### src/sv/msp_ram.sv
// ----------------------------------------------------------------------------
// msp_ram - generic single-port-write, single-port-read RAM
// One write and one read per cycle; read data is registered.
// ----------------------------------------------------------------------------
module msp_ram #(
  parameter int WIDTH = 8,
  parameter int DEPTH = 16
) (
  input  logic                                   clk,
  input  logic                                   wr_en,
  input  logic [((DEPTH > 1) ? $clog2(DEPTH) : 1)-1:0] wr_addr,
  input  logic [WIDTH-1:0]                       wr_data,
  input  logic                                   rd_en,
  input  logic [((DEPTH > 1) ? $clog2(DEPTH) : 1)-1:0] rd_addr,
  output logic [WIDTH-1:0]                       rd_data
);

  logic [WIDTH-1:0] mem [DEPTH];
  logic [WIDTH-1:0] rd_data_r;

  always_ff @(posedge clk) begin
    if (wr_en) begin
      mem[wr_addr] <= wr_data;
    end
    if (rd_en) begin
      rd_data_r <= mem[rd_addr];
    end
  end

  assign rd_data = rd_data_r;

endmodule

### config.mk
export PLATFORM = sky130hd
export DESIGN_NAME = msp_ram
export DESIGN_NICKNAME = d
export VERILOG_FILES = /design/src/sv/msp_ram.sv
export SDC_FILE = /design/constraint.sdc
export NUM_CORES = 1
export LEC_CHECK = 0
export BUFFER_PORTS_ARGS = -buffer_cell sky130_fd_sc_hd__buf_2
export CAP_MARGIN = 25
export CORE_UTILIZATION = 30
export DETAILED_ROUTE_END_ITERATION = 10
export GPL_ROUTABILITY_DRIVEN = 0
export PLACE_DENSITY_LB_ADDON = 0.25
export REMOVE_ABC_BUFFERS = 1
export SYNTH_ARGS = -nofsm -noshare
export SYNTH_HDL_FRONTEND = slang
export SYNTH_SLANG_ARGS = --single-unit
### constraint.sdc
create_clock -name clk -period 4.19 [get_ports clk]
set_input_delay 1.0475 -clock clk [delete_from_list [all_inputs] [get_ports clk]]
set_output_delay 1.0475 -clock clk [all_outputs]
set_load 0.01 [all_outputs]
## Word level (Yosys, flattened, before mapping)

Memories as Yosys holds them, arrays and structs flattened. A register that Yosys moved wholly into a read port is not among the register bits.
Cells that the tools add are included.

- Word-level logic and storage cells: 3
- RAM bits: 128
- Memories: 1
- Bits of input ports: 19
- Output and inout port bits: 8
- Bits in registers: 0

Memories:

| name | words | bits a word | rd ports | clocked after Yosys merged registers in | write ports | line | RTL |
|---|---|---|---|---|---|---|---|
| mem | 16 | 8 | 1 | 1 | 1 | 18 | `logic [WIDTH-1:0] mem [DEPTH];` |

- Multiplexer cells: 2

Operators by type and width:

| kind | count |
|---|---|
| $mux 1 | 2 |

## Longest topological paths before layout

- Depth in word-level cells: 2
- Mapped depth: 5
- Gate-level depth less buffers: 3

## Worst setup path before layout

No wires, ideal clock.

- Path kind: input to register
- Start point: in wr_addr[2] (netlist bit)
- End point: mem mem[0][0], enable pin
- Buffers on the path: 0
- Arrival time: 2.157 ns
- Stages on the path: 2
- Setup slack: 1.650 ns
- Path through: or3b_2 -> nor3_1

RTL lines:

| what | line | RTL |
|---|---|---|
| from (decl) | 11 | `input logic [((DEPTH > 1) ? $clog2(DEPTH) : 1)-1:0] wr_addr,` |
| to (decl) | 18 |  |

No word-level cell before the write port.

==> flow_summary_export.csv <==
group,metric,value,unit
logic_synthesis,synth.area.top_cells,"edfxtp_1, mux4_2, mux4_1",
die,io_pins,27,
global_route,grt_usage,13.1,%
clock_network,clk_pin_slew_worst_paths,0.06,ns
drt,drt_iter0_drc,167,
setup_path,path_class,"input port to flop",
power_and_ir_drop,power.net_switching,630,uW
place,dp_hpwl,6.57,mm
clock_network,numCtsBuffers,17,
timing,slew_headroom,32.8,%
die,num_rows,47,
power_and_ir_drop,combinationalPowerShare,4.2,%
clock_network,cts_root_buf,"clkbuf_16",
setup_path,critPathMaxFanout,19,
global_route,grt_max_degree,33,
timing,fin_crit_sh,60.0,%
hold_path,min_delay_path_depth,3,
clock_network,cts-resized-gates,0,
power_and_ir_drop,seq_power_share,46.4,%
power_and_ir_drop,sw_frac_of_total,18.9,%
power_and_ir_drop,vdd_ir_drop_max,0.283,mV
setup_path,critical-path-max-stage-delay,0.57,ns
final_layout,area_growth,20.2,%
setup_path,worstRegToRegCells,3,
drt,wire_per_inst,21.1,um
power_and_ir_drop,internal_power,2.70,mW
logic_synthesis,netlist_area,0.00523,sq mm
setup_path,start_kind,"input port",
global_route,antenna_found_initial,0,
final_layout,fill_cells,1565,
setup_path,crit_slowest_cell,"mux4_1",
final_layout,nets,291,
timing,setup_viol,0,
place,numPortBuffers,26,
logic_synthesis,ys_ff_latch,136,
setup_path,r2r_slack,2.65,ns
logic_synthesis,yosysTopAreaCellShare,78.1,%
clock_network,cts.sinks,136,
drt,viasPerCell,4.78,
setup_path,cp_top_family,"buffers and inverters",
setup_path,r2r_start,"mem[9][1]",
drt,routed-via-count,2407,
logic_synthesis,yosysTopAreaCell,"edfxtp_1",
drt,antenna_left,0,
clock_network,post-cts-setup-buffers,0,
logic_synthesis,netlist_instances,229,
power_and_ir_drop,power_frac_clock,49.5,%
die,die_h,134,um
setup_path,reg2reg_to,"rd_data[1]",
global_route,grt_pass1_vias,2548,
hold_path,holdPathEnd,"rd_data[1]",
timing,report.final.slew_viol_count,0,
die,die_w,134,um
setup_path,startpoint,"rd_addr[0]",
timing,period_needed,2.51,ns
timing,tns,0,ns
logic_synthesis,syn_area_per_cell,22.8,sq um
die,start_util,31.1,%
timing,tightest_slew,1.00,ns
job,maxCapViolCount,0,
clock_network,htreeDepth,4,
timing,clock.fmax,0.398,GHz
outcome,status,"finished, final reports clean",
hold_path,hp-start,"mem[7][1]",
drt,dr.pass1.iters,7,
hold_path,min_path_type,"flop to flop",
global_route,overflow,0,
setup_path,cp_num_buf_inv,2,
final_layout,layout-drive-gt1-share,29.6,%
logic_synthesis,yosysSeqAreaShare,78.1,%
drt,drt_wl_total,10.6,mm
place,placed_cells,470,
final_layout,utilization,37.4,%
power_and_ir_drop,power.density,529,mW/mm^2
logic_synthesis,yosys_warnings,0,
die,core_area,0.0168,sq mm
timing,hold_viol,0,
final_layout,layoutNonFillerInstCount,504,
setup_path,path_cells,"buf_2, buf_12, mux4_1, a22oi_1, nand2_1",
clock_network,ctsHoldBuffers,0,
timing,fin_skew,0.0113,ns
clock_network,insertion_delay,0.41,ns
clock_network,tritoncts,"built",
clock_network,clk_path_buf_depth,2,
final_layout,antenna_cells,0,
timing,rsz0062_at_grt,"false",
setup_path,endpoint_kind,"flop",
die,dieArea,0.0180,sq mm
logic_synthesis,synth.distinct_cells,18,
setup_path,cp.arrival,2.65,ns
drt,drc,0,
power_and_ir_drop,p_leak,2.07,nW
global_route,grt_pass1_wl,16.0,mm
setup_path,cp.required,4.33,ns
-- worst max path at each step --
| stage | end | slack [ns] | cells after the start |
|---|---|---|---|
| after CTS | rd_data[2] | 1.65 | 5 |
| after floorplan | mem[0][0] | 1.65 | 2 |
| after global placement | rd_data[3] | 1.23 | 5 |
| after detailed placement | rd_data[2] | 1.22 | 5 |
| after global routing | rd_data[2] | 1.55 | 5 |
| final | rd_data[2] | 1.68 | 5 |
-- synth_stat cells --
library cell     count
a22oi_1             16
and2_1               1
and2b_1              1
buf_2                3
buf_4                1
buf_6                3
clkdlybuf4s25_2      3
edfxtp_1           136
mux4_1              14
mux4_2              18
nand2_1              9
nand2b_1             2
nand3_1              1
nand3b_1             2
nor2_1              13
nor2b_1              1
nor3_1               4
or3b_2               1
-- area by class of cell --
type	instances	area (sq um)	share of cell area [%]
multi-input combinational	83	1060	16.8
tap	220	275	4.38
clock inverter	14	230	3.66
timing repair buffer	34	213	3.38
clock buffer	17	425	6.77
sequential	136	4080	65.0
-- power groups by stage --
stage	combinational, mW	clock [mW]	sequential (mW)
5_1_grt	0.152	1.73	1.54
2_1_floorplan	0.0611	0	1.57
6_report	0.138	1.65	1.54
3_3_place_gp	0.139	0	1.57
3_5_place_dp	0.141	0	1.57
4_1_cts	0.141	1.67	1.54
-- stage by stage --
step	total power, mW	instance area (sq um)	setup WS, ns	hold WS, ns
6_report	3.33	6280	1.68	0.752
3_5_place_dp	1.71	5600	1.22	0.736
3_3_place_gp	1.71	5600	1.23	0.737
5_1_grt	3.42	6280	1.55	0.781
4_1_cts	3.35	6250	1.65	0.749
2_1_floorplan	1.63	5140	1.65	0.705
-- worst reg2reg max path: stages (launching register included) --
cell and delay (ns):
edfxtp_1 0.35, mux4_1 0.54, a22oi_1 0.30, nand2_1 0.09
-- metal layers --
layer	GRT usage [%]	share of wire, %	up-vias
li1	-	-	1065
met1	18.4	48	1269
met2	19.1	46	68
met3	4.27	5.3	5
met4	4.17	0.75	0
met5	0	0	-
-- logic make-up after synthesis --
logic type | Yosys count | share of synthesized area [%]
AO/OA/AOI/OAI | 16 | 2.30
buffers and inverters | 10 | 1.65
flip-flops | 136 | 78.1
multiplexers | 32 | 14.8
AND/OR/NAND/NOR | 35 | 3.14
-- flip-flops by register name (all words and copies together), names as in the netlist --
name     flops
mem        128
rd_data      8
-- cells in the final DEF, fill, tap and decap left out --
master,synthesis,layout
edfxtp_1,136,136
buf_2,3,26
mux4_2,18,18
clkbuf_16,0,17
a22oi_1,16,16
mux4_1,14,14
nor2_1,13,13
nand2_1,9,9
bufinv_16,0,6
buf_4,1,5
nor3_1,4,4
clkinvlp_4,0,4
clkinv_2,0,4
nand3b_1,2,2
nand2b_1,2,2
nor2b_1,1,1
and2_1,1,1
and2b_1,1,1
nand3_1,1,1
or3b_2,1,1
buf_6,3,1
buf_12,0,1
clkbuf_8,0,1
Power figures use the tool's default switching activity.
